## src/led_chain_chase_encoder_unit_assert.svh

```systemverilog
// ----------------------------------------------------------------------------
// LED chain chase encoder assertion macros
// Shared concurrent assertion forms, clocked and reset-qualified.
// ----------------------------------------------------------------------------
`ifndef LED_CHAIN_CHASE_ENCODER_UNIT_ASSERT_SVH
`define LED_CHAIN_CHASE_ENCODER_UNIT_ASSERT_SVH

// Same-cycle implication
`define LCCE_ASSERT_SAME(label, clk, rst_n, ante, cons) \
  label: assert property (@(posedge clk) disable iff (!rst_n) (ante) |-> (cons)) \
    else $error("lcce assertion failed");

// Next-cycle implication
`define LCCE_ASSERT_NEXT(label, clk, rst_n, ante, cons) \
  label: assert property (@(posedge clk) disable iff (!rst_n) (ante) |=> (cons)) \
    else $error("lcce assertion failed");

`endif

```

## src/lcce_pkg.sv

```systemverilog
// ----------------------------------------------------------------------------
// LED chain chase encoder package
// Shared constants, register map and types of the encoder.
// ----------------------------------------------------------------------------
`default_nettype none

package lcce_pkg;

  // Chain geometry
  localparam int unsigned CHAIN_LENGTH = 12;
  localparam int unsigned PIX_W        = 24;
  localparam int unsigned BYTE_W       = 8;
  localparam int unsigned BITS_PER_BYTE = 8;
  localparam int unsigned STEP_W       = 16;
  localparam int unsigned CNT_W        = $clog2(CHAIN_LENGTH + 1);
  localparam int unsigned IDX_W        = (CHAIN_LENGTH > 1) ? $clog2(CHAIN_LENGTH) : 1;
  localparam int unsigned DIV_CNT_W    = $clog2(STEP_W);

  // Front-to-back queue
  localparam int unsigned QUEUE_DEPTH = 2;
  localparam int unsigned QPTR_W      = (QUEUE_DEPTH > 1) ? $clog2(QUEUE_DEPTH) : 1;
  localparam int unsigned QCNT_W      = $clog2(QUEUE_DEPTH + 1);

  // Configuration port
  localparam int unsigned ADDR_W = 5;
  localparam int unsigned DATA_W = 32;
  localparam int unsigned RIDX_W = ADDR_W - 2;

  localparam logic [RIDX_W-1:0] REG_BLINK_PERIOD  = 3'd0;
  localparam logic [RIDX_W-1:0] REG_ACTIVE_PIXELS = 3'd1;
  localparam logic [RIDX_W-1:0] REG_DIM_SHIFT     = 3'd2;
  localparam logic [RIDX_W-1:0] REG_ZERO_CODE     = 3'd3;
  localparam logic [RIDX_W-1:0] REG_ONE_CODE      = 3'd4;

  localparam logic [7:0] RST_BLINK_PERIOD  = 8'd1;
  localparam logic [3:0] RST_ACTIVE_PIXELS = 4'd12;
  localparam logic [2:0] RST_DIM_SHIFT     = 3'd6;
  localparam logic [7:0] RST_ZERO_CODE     = 8'd31;
  localparam logic [7:0] RST_ONE_CODE      = 8'd61;

  // Byte select within a GRB pixel word
  localparam logic [1:0] SEL_GREEN = 2'd0;
  localparam logic [1:0] SEL_RED   = 2'd1;
  localparam logic [1:0] SEL_BLUE  = 2'd2;

  typedef logic [PIX_W-1:0] pixel_t;
  typedef logic [BITS_PER_BYTE-1:0][BYTE_W-1:0] codes_t;

  typedef struct packed {
    logic [7:0] blink_period;
    logic [3:0] active_pixels;
    logic [2:0] dim_shift;
    logic [7:0] zero_code;
    logic [7:0] one_code;
  } cfg_t;

  // One classified step handed from front to back
  typedef struct packed {
    logic   lit;
    pixel_t pixel;
  } item_t;

endpackage

`default_nettype wire

```

## src/led_chain_chase_encoder_unit.sv

```systemverilog
// ----------------------------------------------------------------------------
// LED chain chase encoder
// Animation step in, stream of per-byte PWM duty codes out for an LED chain.
//
// Usage:
//   Input channel (in_valid_i / in_stall_o) takes one animation step: step
//   index and RGB colour. Output channel (out_valid_o / out_stall_i) gives
//   one transaction per serialized byte (G, R, B per pixel, MSB code on
//   bit7_code_o), then one reset-slot transaction with last_of_frame_o set.
//   Configuration goes through the APB-style port; the user must write it
//   only while idle, since the block does not enforce this.
// Flow:
//   The front end captures a step, runs the bit-serial remainder unit
//   (one step-index bit a cycle) and queues the result; it takes no new
//   step until that result is queued. The back end shifts the chain, then
//   gives three byte slots per active pixel and the reset slot; with a long
//   active chain the back end sets the sustained rate.
// Reset: the chain clears to black, registers take their reset values and
//   both channels go idle. A stalled receiver holds the current result; the
//   two-entry queue then fills and the input stalls in turn.
// ----------------------------------------------------------------------------
`default_nettype none

module led_chain_chase_encoder_unit (
  input  logic                          clk_i,
  input  logic                          rst_ni,
  // Configuration port
  input  logic                          psel,
  input  logic                          penable,
  input  logic                          pwrite,
  input  logic [lcce_pkg::ADDR_W-1:0]   paddr,
  input  logic [lcce_pkg::DATA_W-1:0]   pwdata,
  output logic [lcce_pkg::DATA_W-1:0]   prdata,
  output logic                          pready,
  // Step input
  input  logic                          in_valid_i,
  output logic                          in_stall_o,
  input  logic [lcce_pkg::STEP_W-1:0]   step_index_i,
  input  logic [7:0]                    red_i,
  input  logic [7:0]                    green_i,
  input  logic [7:0]                    blue_i,
  // Code output
  output logic                          out_valid_o,
  input  logic                          out_stall_i,
  output logic [7:0]                    bit7_code_o,
  output logic [7:0]                    bit6_code_o,
  output logic [7:0]                    bit5_code_o,
  output logic [7:0]                    bit4_code_o,
  output logic [7:0]                    bit3_code_o,
  output logic [7:0]                    bit2_code_o,
  output logic [7:0]                    bit1_code_o,
  output logic [7:0]                    bit0_code_o,
  output logic                          reset_slot_o,
  output logic                          last_of_frame_o
);

  lcce_pkg::cfg_t    cfg;
  lcce_pkg::item_t   push_item;
  lcce_pkg::item_t   pop_item;
  lcce_pkg::codes_t  codes;
  logic              push, pop, full, empty;

  assign pready = 1'b1;

  lcce_regs u_regs (
    .clk_i   (clk_i),
    .rst_ni  (rst_ni),
    .psel    (psel),
    .penable (penable),
    .pwrite  (pwrite),
    .paddr   (paddr),
    .pwdata  (pwdata),
    .prdata  (prdata),
    .cfg_o   (cfg)
  );

  lcce_front u_front (
    .clk_i        (clk_i),
    .rst_ni       (rst_ni),
    .cfg_i        (cfg),
    .in_valid_i   (in_valid_i),
    .in_stall_o   (in_stall_o),
    .step_index_i (step_index_i),
    .red_i        (red_i),
    .green_i      (green_i),
    .blue_i       (blue_i),
    .push_o       (push),
    .push_item_o  (push_item),
    .full_i       (full)
  );

  lcce_queue u_queue (
    .clk_i       (clk_i),
    .rst_ni      (rst_ni),
    .push_i      (push),
    .push_item_i (push_item),
    .full_o      (full),
    .pop_i       (pop),
    .pop_item_o  (pop_item),
    .empty_o     (empty)
  );

  lcce_back u_back (
    .clk_i           (clk_i),
    .rst_ni          (rst_ni),
    .cfg_i           (cfg),
    .item_i          (pop_item),
    .empty_i         (empty),
    .pop_o           (pop),
    .out_valid_o     (out_valid_o),
    .out_stall_i     (out_stall_i),
    .codes_o         (codes),
    .reset_slot_o    (reset_slot_o),
    .last_of_frame_o (last_of_frame_o)
  );

  // Split the code word onto the bit ports, MSB first
  assign bit7_code_o = codes[7];
  assign bit6_code_o = codes[6];
  assign bit5_code_o = codes[5];
  assign bit4_code_o = codes[4];
  assign bit3_code_o = codes[3];
  assign bit2_code_o = codes[2];
  assign bit1_code_o = codes[1];
  assign bit0_code_o = codes[0];

endmodule

`default_nettype wire

```

## src/lcce_regs.sv

```systemverilog
// ----------------------------------------------------------------------------
// LED chain chase encoder register file
// APB-style configuration registers with reset values and read-back.
// ----------------------------------------------------------------------------
`default_nettype none

module lcce_regs (
  input  logic                          clk_i,
  input  logic                          rst_ni,
  input  logic                          psel,
  input  logic                          penable,
  input  logic                          pwrite,
  input  logic [lcce_pkg::ADDR_W-1:0]   paddr,
  input  logic [lcce_pkg::DATA_W-1:0]   pwdata,
  output logic [lcce_pkg::DATA_W-1:0]   prdata,
  output lcce_pkg::cfg_t                cfg_o
);

  lcce_pkg::cfg_t                  cfg_q;
  logic                            wr_en;
  logic [lcce_pkg::RIDX_W-1:0]     ridx;

  assign wr_en = psel && penable && pwrite;
  assign ridx  = paddr[lcce_pkg::ADDR_W-1:2];

  // Write registers on the access phase
  always_ff @(posedge clk_i or negedge rst_ni) begin
    if (!rst_ni) begin
      cfg_q.blink_period  <= lcce_pkg::RST_BLINK_PERIOD;
      cfg_q.active_pixels <= lcce_pkg::RST_ACTIVE_PIXELS;
      cfg_q.dim_shift     <= lcce_pkg::RST_DIM_SHIFT;
      cfg_q.zero_code     <= lcce_pkg::RST_ZERO_CODE;
      cfg_q.one_code      <= lcce_pkg::RST_ONE_CODE;
    end else if (wr_en) begin
      case (ridx)
        lcce_pkg::REG_BLINK_PERIOD:  cfg_q.blink_period  <= pwdata[7:0];
        lcce_pkg::REG_ACTIVE_PIXELS: cfg_q.active_pixels <= pwdata[3:0];
        lcce_pkg::REG_DIM_SHIFT:     cfg_q.dim_shift     <= pwdata[2:0];
        lcce_pkg::REG_ZERO_CODE:     cfg_q.zero_code     <= pwdata[7:0];
        lcce_pkg::REG_ONE_CODE:      cfg_q.one_code      <= pwdata[7:0];
        default: ;
      endcase
    end
  end

  // Read back
  always_comb begin
    prdata = '0;
    case (ridx)
      lcce_pkg::REG_BLINK_PERIOD:  prdata[7:0] = cfg_q.blink_period;
      lcce_pkg::REG_ACTIVE_PIXELS: prdata[3:0] = cfg_q.active_pixels;
      lcce_pkg::REG_DIM_SHIFT:     prdata[2:0] = cfg_q.dim_shift;
      lcce_pkg::REG_ZERO_CODE:     prdata[7:0] = cfg_q.zero_code;
      lcce_pkg::REG_ONE_CODE:      prdata[7:0] = cfg_q.one_code;
      default:                     prdata      = '0;
    endcase
  end

  assign cfg_o = cfg_q;

endmodule

`default_nettype wire

```

## src/lcce_front.sv

```systemverilog
// ----------------------------------------------------------------------------
// LED chain chase encoder front end
// Accepts steps, tests the step index against the blink period with a
// bit-serial remainder unit and hands a classified new pixel to the queue.
// ----------------------------------------------------------------------------
`default_nettype none

module lcce_front (
  input  logic                          clk_i,
  input  logic                          rst_ni,
  input  lcce_pkg::cfg_t                cfg_i,
  input  logic                          in_valid_i,
  output logic                          in_stall_o,
  input  logic [lcce_pkg::STEP_W-1:0]   step_index_i,
  input  logic [7:0]                    red_i,
  input  logic [7:0]                    green_i,
  input  logic [7:0]                    blue_i,
  output logic                          push_o,
  output lcce_pkg::item_t               push_item_o,
  input  logic                          full_i
);

  typedef enum logic [2:0] {
    FR_IDLE = 3'b001,
    FR_DIV  = 3'b010,
    FR_PUSH = 3'b100
  } front_state_e;

  front_state_e                        state_q, state_d;
  logic [lcce_pkg::STEP_W-1:0]         dividend_q, dividend_d;
  logic [7:0]                          rem_q, rem_d;
  logic [lcce_pkg::DIV_CNT_W-1:0]      bit_cnt_q, bit_cnt_d;
  lcce_pkg::pixel_t                    pixel_q, pixel_d;
  logic [7:0]                          period;
  logic [8:0]                          rem_shift;
  logic [8:0]                          rem_sub;
  logic                                accept;

  assign accept     = in_valid_i && (state_q == FR_IDLE);
  assign in_stall_o = (state_q != FR_IDLE);

  // A zero period counts as one
  assign period    = (cfg_i.blink_period == 8'd0) ? 8'd1 : cfg_i.blink_period;
  assign rem_shift = {rem_q, dividend_q[lcce_pkg::STEP_W-1]};
  assign rem_sub   = rem_shift - {1'b0, period};

  // Hand off the classified pixel
  assign push_o            = (state_q == FR_PUSH) && !full_i;
  assign push_item_o.lit   = (rem_q == 8'd0);
  assign push_item_o.pixel = (rem_q == 8'd0) ? pixel_q : '0;

  // Sequence: capture, one remainder bit per cycle, push
  always_comb begin
    state_d    = state_q;
    dividend_d = dividend_q;
    rem_d      = rem_q;
    bit_cnt_d  = bit_cnt_q;
    pixel_d    = pixel_q;
    case (state_q)
      FR_IDLE: begin
        if (accept) begin
          dividend_d = step_index_i;
          rem_d      = '0;
          bit_cnt_d  = '0;
          pixel_d    = {green_i >> cfg_i.dim_shift, red_i >> cfg_i.dim_shift,
                        blue_i >> cfg_i.dim_shift};
          state_d    = FR_DIV;
        end
      end
      FR_DIV: begin
        rem_d      = (rem_shift >= {1'b0, period}) ? rem_sub[7:0] : rem_shift[7:0];
        dividend_d = {dividend_q[lcce_pkg::STEP_W-2:0], 1'b0};
        bit_cnt_d  = bit_cnt_q + lcce_pkg::DIV_CNT_W'(1);
        if (bit_cnt_q == lcce_pkg::DIV_CNT_W'(lcce_pkg::STEP_W - 1)) begin
          state_d = FR_PUSH;
        end
      end
      FR_PUSH: begin
        if (!full_i) begin
          state_d = FR_IDLE;
        end
      end
      default: state_d = FR_IDLE;
    endcase
  end

  always_ff @(posedge clk_i or negedge rst_ni) begin
    if (!rst_ni) begin
      state_q <= FR_IDLE;
    end else begin
      state_q <= state_d;
    end
  end

  always_ff @(posedge clk_i) begin
    dividend_q <= dividend_d;
    rem_q      <= rem_d;
    bit_cnt_q  <= bit_cnt_d;
    pixel_q    <= pixel_d;
  end

endmodule

`default_nettype wire

```

## src/lcce_queue.sv

```systemverilog
// ----------------------------------------------------------------------------
// LED chain chase encoder step queue
// Short flop-based FIFO of classified steps between front and back.
// ----------------------------------------------------------------------------
`default_nettype none

module lcce_queue (
  input  logic             clk_i,
  input  logic             rst_ni,
  input  logic             push_i,
  input  lcce_pkg::item_t  push_item_i,
  output logic             full_o,
  input  logic             pop_i,
  output lcce_pkg::item_t  pop_item_o,
  output logic             empty_o
);

  lcce_pkg::item_t                  entry_q [lcce_pkg::QUEUE_DEPTH];
  logic [lcce_pkg::QPTR_W-1:0]      wr_ptr_q, rd_ptr_q;
  logic [lcce_pkg::QCNT_W-1:0]      fill_q;
  logic                             do_push, do_pop;

  assign full_o     = (fill_q == lcce_pkg::QCNT_W'(lcce_pkg::QUEUE_DEPTH));
  assign empty_o    = (fill_q == '0);
  assign do_push    = push_i && !full_o;
  assign do_pop     = pop_i && !empty_o;
  assign pop_item_o = entry_q[rd_ptr_q];

  // Advance pointers and fill level
  always_ff @(posedge clk_i or negedge rst_ni) begin
    if (!rst_ni) begin
      wr_ptr_q <= '0;
      rd_ptr_q <= '0;
      fill_q   <= '0;
    end else begin
      if (do_push) begin
        wr_ptr_q <= (wr_ptr_q == lcce_pkg::QPTR_W'(lcce_pkg::QUEUE_DEPTH - 1)) ?
                    '0 : wr_ptr_q + lcce_pkg::QPTR_W'(1);
      end
      if (do_pop) begin
        rd_ptr_q <= (rd_ptr_q == lcce_pkg::QPTR_W'(lcce_pkg::QUEUE_DEPTH - 1)) ?
                    '0 : rd_ptr_q + lcce_pkg::QPTR_W'(1);
      end
      if (do_push && !do_pop) begin
        fill_q <= fill_q + lcce_pkg::QCNT_W'(1);
      end else if (do_pop && !do_push) begin
        fill_q <= fill_q - lcce_pkg::QCNT_W'(1);
      end
    end
  end

  // Store entries
  always_ff @(posedge clk_i) begin
    if (do_push) begin
      entry_q[wr_ptr_q] <= push_item_i;
    end
  end

endmodule

`default_nettype wire

```

## src/lcce_back.sv

```systemverilog
// ----------------------------------------------------------------------------
// LED chain chase encoder back end
// Shifts the pixel chain per step and serializes the active pixels byte by
// byte into duty codes, followed by the reset slot.
// ----------------------------------------------------------------------------
`default_nettype none
`include "led_chain_chase_encoder_unit_assert.svh"

module lcce_back (
  input  logic                 clk_i,
  input  logic                 rst_ni,
  input  lcce_pkg::cfg_t       cfg_i,
  input  lcce_pkg::item_t      item_i,
  input  logic                 empty_i,
  output logic                 pop_o,
  output logic                 out_valid_o,
  input  logic                 out_stall_i,
  output lcce_pkg::codes_t     codes_o,
  output logic                 reset_slot_o,
  output logic                 last_of_frame_o
);

  typedef enum logic [2:0] {
    BK_IDLE  = 3'b001,
    BK_BYTE  = 3'b010,
    BK_RSLOT = 3'b100
  } back_state_e;

  back_state_e                      state_q, state_d;
  lcce_pkg::pixel_t                 chain_q [lcce_pkg::CHAIN_LENGTH];
  logic [lcce_pkg::IDX_W-1:0]       pix_q, pix_d;
  logic [1:0]                       sel_q, sel_d;
  logic                             lit_q, lit_d;
  logic [lcce_pkg::CNT_W-1:0]       count;
  lcce_pkg::pixel_t                 cur_pixel;
  logic [lcce_pkg::BYTE_W-1:0]      cur_byte;
  logic                             out_free;
  logic                             last_pixel;

  logic                             out_valid_q, out_valid_d;
  lcce_pkg::codes_t                 codes_q, codes_d;
  logic                             rslot_q, rslot_d;
  logic                             last_q, last_d;

  // Saturate the active pixel count to the chain length
  assign count = (int'(cfg_i.active_pixels) > lcce_pkg::CHAIN_LENGTH) ?
                 lcce_pkg::CNT_W'(lcce_pkg::CHAIN_LENGTH) :
                 lcce_pkg::CNT_W'(cfg_i.active_pixels);

  assign pop_o      = (state_q == BK_IDLE) && !empty_i;
  assign out_free   = !out_valid_q || !out_stall_i;
  assign cur_pixel  = chain_q[pix_q];
  assign last_pixel = (lcce_pkg::CNT_W'(pix_q) + lcce_pkg::CNT_W'(1)) == count;

  // Pick the byte in G, R, B order
  always_comb begin
    case (sel_q)
      lcce_pkg::SEL_GREEN: cur_byte = cur_pixel[23:16];
      lcce_pkg::SEL_RED:   cur_byte = cur_pixel[15:8];
      default:             cur_byte = cur_pixel[7:0];
    endcase
  end

  // Serialize: one result per free output slot
  always_comb begin
    state_d     = state_q;
    pix_d       = pix_q;
    sel_d       = sel_q;
    lit_d       = lit_q;
    out_valid_d = out_free ? 1'b0 : out_valid_q;
    codes_d     = codes_q;
    rslot_d     = rslot_q;
    last_d      = last_q;
    case (state_q)
      BK_IDLE: begin
        if (!empty_i) begin
          lit_d   = item_i.lit;
          pix_d   = '0;
          sel_d   = lcce_pkg::SEL_GREEN;
          state_d = (count == '0) ? BK_RSLOT : BK_BYTE;
        end
      end
      BK_BYTE: begin
        if (out_free) begin
          out_valid_d = 1'b1;
          rslot_d     = 1'b0;
          last_d      = 1'b0;
          for (int b = 0; b < lcce_pkg::BITS_PER_BYTE; b++) begin
            codes_d[b] = (lit_q && cur_byte[b]) ? cfg_i.one_code : cfg_i.zero_code;
          end
          if (sel_q == lcce_pkg::SEL_BLUE) begin
            sel_d = lcce_pkg::SEL_GREEN;
            pix_d = pix_q + lcce_pkg::IDX_W'(1);
            if (last_pixel) begin
              state_d = BK_RSLOT;
            end
          end else begin
            sel_d = sel_q + 2'd1;
          end
        end
      end
      BK_RSLOT: begin
        if (out_free) begin
          out_valid_d = 1'b1;
          codes_d     = '0;
          rslot_d     = 1'b1;
          last_d      = 1'b1;
          state_d     = BK_IDLE;
        end
      end
      default: state_d = BK_IDLE;
    endcase
  end

  // Control and chain state
  always_ff @(posedge clk_i or negedge rst_ni) begin
    if (!rst_ni) begin
      state_q     <= BK_IDLE;
      out_valid_q <= 1'b0;
      for (int i = 0; i < lcce_pkg::CHAIN_LENGTH; i++) begin
        chain_q[i] <= '0;
      end
    end else begin
      state_q     <= state_d;
      out_valid_q <= out_valid_d;
      if (pop_o) begin
        for (int i = lcce_pkg::CHAIN_LENGTH - 1; i > 0; i--) begin
          chain_q[i] <= chain_q[i-1];
        end
        chain_q[0] <= item_i.pixel;
      end
    end
  end

  // Walk counters and output payload
  always_ff @(posedge clk_i) begin
    pix_q   <= pix_d;
    sel_q   <= sel_d;
    lit_q   <= lit_d;
    codes_q <= codes_d;
    rslot_q <= rslot_d;
    last_q  <= last_d;
  end

  assign out_valid_o     = out_valid_q;
  assign codes_o         = codes_q;
  assign reset_slot_o    = rslot_q;
  assign last_of_frame_o = last_q;

  // Checks
  `LCCE_ASSERT_SAME(a_rslot_codes_zero, clk_i, rst_ni, out_valid_q && rslot_q, codes_q == '0)
  `LCCE_ASSERT_SAME(a_last_is_rslot, clk_i, rst_ni, out_valid_q, last_q == rslot_q)
  `LCCE_ASSERT_SAME(a_pix_in_range, clk_i, rst_ni, state_q == BK_BYTE, lcce_pkg::CNT_W'(pix_q) < count)
  `LCCE_ASSERT_NEXT(a_rslot_to_idle, clk_i, rst_ni, state_q == BK_RSLOT && out_free, state_q == BK_IDLE)

endmodule

`default_nettype wire

```

## config.mk

```make
export PLATFORM = sky130hd
export DESIGN_NAME = led_chain_chase_encoder_unit
export DESIGN_NICKNAME = d
export VERILOG_FILES = /design/src/lcce_pkg.sv /design/src/led_chain_chase_encoder_unit.sv /design/src/lcce_regs.sv /design/src/lcce_front.sv /design/src/lcce_queue.sv /design/src/lcce_back.sv
export VERILOG_INCLUDE_DIRS = /design/src /design/src/src
export SDC_FILE = /design/constraint.sdc
export NUM_CORES = 1
export LEC_CHECK = 0
export ABC_AREA = 1
export BUFFER_PORTS_ARGS = -buffer_cell sky130_fd_sc_hd__buf_2
export CAP_MARGIN = 10
export CORE_ASPECT_RATIO = 1.4
export CORE_MARGIN = 1
export CORE_UTILIZATION = 44
export CTS_BUF_LIST = sky130_fd_sc_hd__clkbuf_16
export CTS_CLUSTER_DIAMETER = 50
export DETAILED_ROUTE_END_ITERATION = 7
export PLACE_DENSITY = 0.71
export SLEW_MARGIN = 20
export SYNTH_ARGS = -nofsm -noshare
export SYNTH_HDL_FRONTEND = slang
export SYNTH_HIERARCHICAL = 1
export SYNTH_SLANG_ARGS = --single-unit
```

## constraint.sdc

```tcl
create_clock -name clk_i -period 5.67 [get_ports clk_i]
set_clock_uncertainty 0.2 [all_clocks]
set_input_delay 0.2835 -clock clk_i [delete_from_list [all_inputs] [get_ports clk_i]]
set_output_delay 0.2835 -clock clk_i [all_outputs]
set_load 0.05 [all_outputs]
```

==> impl_metrics.toml <==
[worst_setup_path]
critPathBufInv = 4
critPathArrivalTime_ps = 3600
critical_path_class = "register to register"
worst_path_largest_cell_delay_ps = 710
cp.required_ps = 5770
worstReg2RegEnd = "u_back/codes_o[11]"
critPathCaptureType = "register"
worstRegToRegCells = 14
worstReg2RegStart = "u_back/pix_q[1]"
path_cells = "buf_4 > inv_2 > buf_4 > nand3_1 > nand2_1 > nand2_1 > nand2_1 > inv_1 > nand2_1 > nand3_1 > nand2_2 > nand3_1 > nand2_1 > nor2_1"
crit_fanout = 44
critPathTopFamily = "buffers and inverters"
cpMostUsedCell = "nand2_1"
reg2reg_slack_ps = 2170
critPathSlowestCell = "inv_2"
crit_path_start_kind = "register"

[logic_synthesis]
synth_edf_count = 174
synth_cell_types = 47
async_reset_ff_share_pct = 65.48
synth-seq-cells = 504
netlist_instances = 2884
netlist_top_cells_count = "nand2_1, dfrtp_1, inv_1, nand3_1, o21ai_0"
ys_seq_area_share_pct = 53.95
synth_flop_cell = "dfrtp_1"
yosysWarnings = 6
syn-cell-area_sq_um = 25030
synth_area_leader_cell = "dfrtp_1"
yosysMostFrequentCell = "nand2_1"
ys_top_cells_by_area = "dfrtp_1, edfxtp_1, nand2_1, nand3_1, mux2_2"
synth_top_area_share_pct = 31.29
syn-mean-instance-area_sq_um = 8.679

[cells_and_area]
final_cells = 3736
num-nets-final = 3065
final_util_pct = 49.60
multi_input_area_sq_um = 9542
ff_latch_area_sq_um = 13500
fill_cells = 5195
syn2layout_area_growth_pct = 11.59
diodes = 0
final_area_sq_um = 27930
drive_above_1_share_pct = 12.76

[clocking]
numCtsBuffers = 49
cts_setup_buffers = 0
clockRootBuffer = "clkbuf_16"
cts_tree = "built"
htreeDepth = 2
cts_sinks = 504
clk_latency_ps = 560
clock_path_buffers = 3
holdBufCountCts = 53
cts_resized = 0
clk_pin_slew_worst_paths_ps = 60

[power_and_ir_drop]
vdd_drop_max_mv = 0.4801
leakage_nw = 13.01
power.density_nw_per_um2 = 625.3

[grt]
grt_usage_pct = 18.87
grt_overflow = 0
grt_pass1_wl_mm = 90.04
first_global_vias = 17800
grt_start_max_net_pins = 185
antenna_found_initial = 0

[placement]
portBuffers = 133
place.gp.congestion = 0.8602
dp_slack_ps = 2189
dpl_cell_area_sq_um = 25920
post-place-cells = 3597
dp_hpwl_mm = 33.23

[detailed_routing]
drc_errors = 0
drt-pass1-iter-count = 6
wl_per_cell_um = 14.46
first_iter_violations = 1372
vias_per_cell = 5.079
wl_mm = 54.01
ant_nets = 0
vias = 18980

[die]
dieArea_sq_um = 57860
start_util_pct = 44.45
die_w_um = 203.6
num_rows = 103
die_h_um = 284.2
io_pins = 185
core_sq_um = 56320

[worst_hold_path]
min_to = "u_front/pixel_q[1]"
hp-class = "input pin to register"
worstHoldStart = "blue_i[3]"
min_path_cells = 5

[sta]
setup_viol = 0
min_period_over_period_pct = 61.75
report.final.slew_viol_count = 0
clock.fmax_mhz = 285.6
hold_violations = 0
setup_ws_ps = 2169
finalCriticalPeriod_ps = 3501
fin_setup_tns_ps = 0
slew_headroom_pct = 34.10
worst_pin_slew_ps = 986.1
rsz0062_at_grt = "false"

[run_status]
status = "finished, final reports clean"

[job]
maxCapViolCount = 0
[power breakdown]
group	switching, mW	total (mW)	internal [mW]
sequential	0.809	6.27	5.46
combinational	5.45	8.16	2.71
clock	1.35	3.04	1.68
[layout make-up]
cell class | count | share of cell area (%)
clock buffer | 50 | 4.479
clock inverter | 36 | 0.7884
inverter | 276 | 3.722
multi-input combinational | 1928 | 34.16
sequential | 504 | 48.35
tap | 735 | 3.292
timing repair buffer | 207 | 5.210
[state kept, by name, indices dropped and copies added (netlist names), named ones only]
| signal | flops |
|---|---|
| u_back/state_q | 3 |
| u_back/last_of_frame_o | 1 |
| u_front/rem_q | 8 |
| u_front/bit_cnt_q | 4 |
| u_regs/cfg_o | 31 |
| u_queue/entry_q | 50 |
| u_back/codes_o | 64 |
| u_front/dividend_q | 16 |
| u_back/chain_q | 288 |
| u_queue/fill_q | 2 |
| u_front/pixel_q | 24 |
| u_back/lit_q | 1 |
| u_back/pix_q | 4 |
| u_back/sel_q | 2 |
| u_queue/rd_ptr_q | 1 |
| u_front/state_q | 3 |
| u_queue/wr_ptr_q | 1 |
[worst max-delay path by stage]
stage / start / to / cells past startpoint
2_1_floorplan: u_back/state_q[1] / u_back/codes_o[0] / 5
3_3_place_gp: u_back/pix_q[1] / u_back/codes_o[31] / 14
3_5_place_dp: u_back/pix_q[1] / u_back/codes_o[31] / 14
4_1_cts: u_back/pix_q[1] / u_back/codes_o[31] / 14
5_1_grt: u_back/pix_q[1] / u_back/codes_o[15] / 14
6_report: u_back/pix_q[1] / u_back/codes_o[11] / 14
[cell usage in the layout (no fill, tap or decap), types with 10 or more instances in the layout]
cell,n
o21ai_0,210
clkinv_1,12
nor2_2,10
nand3_1,268
edfxtp_1,174
dfrtp_1,313
inv_1,282
a21oi_1,102
clkbuf_16,50
o21a_1,34
o211ai_1,28
nand4_1,12
dfstp_2,17
ha_1,14
nor2_1,146
nand2_1,879
conb_1,25
buf_2,132
nand2_2,14
mux2_2,97
buf_4,13
o21ai_1,30
dlygate4sd3_1,53
[worst min-delay path: cells and delay by family]
kind            cells  cell delay [ps]
simple gates        2              120
buf+inv             1               90
compound gates      1               90
mux                 1               80
[layer usage]
layer,up-vias,routed length (um),GRT usage [%]
li1,9489,-,-
met1,8953,22560,23.75
met2,443,27370,33.16
met5,-,0,0
met4,0,1732,6.598
met3,92,2343,2.282
[metrics by stage]
| step | hold slack (ps) | total power [mW] |
|---|---|---|
| 2_1_floorplan | -212.1 | 12.71 |
| 6_report | 27.64 | 17.46 |
| 4_1_cts | 1.938 | 17.56 |
| 5_1_grt | 43.93 | 18.85 |
| 3_5_place_dp | -69.94 | 14.43 |
| 3_3_place_gp | -70.39 | 14.23 |
[kinds of logic after synthesis]
logic type	synth area share, %
xor+xnor	0.3849
flops	53.95
simple gates	22.80
other cells	0.03000
mux	4.724
buf+inv	8.402
fa+ha+maj	0.7798
compound gates	8.927
Note: power is estimated with default switching activity, not from simulation.
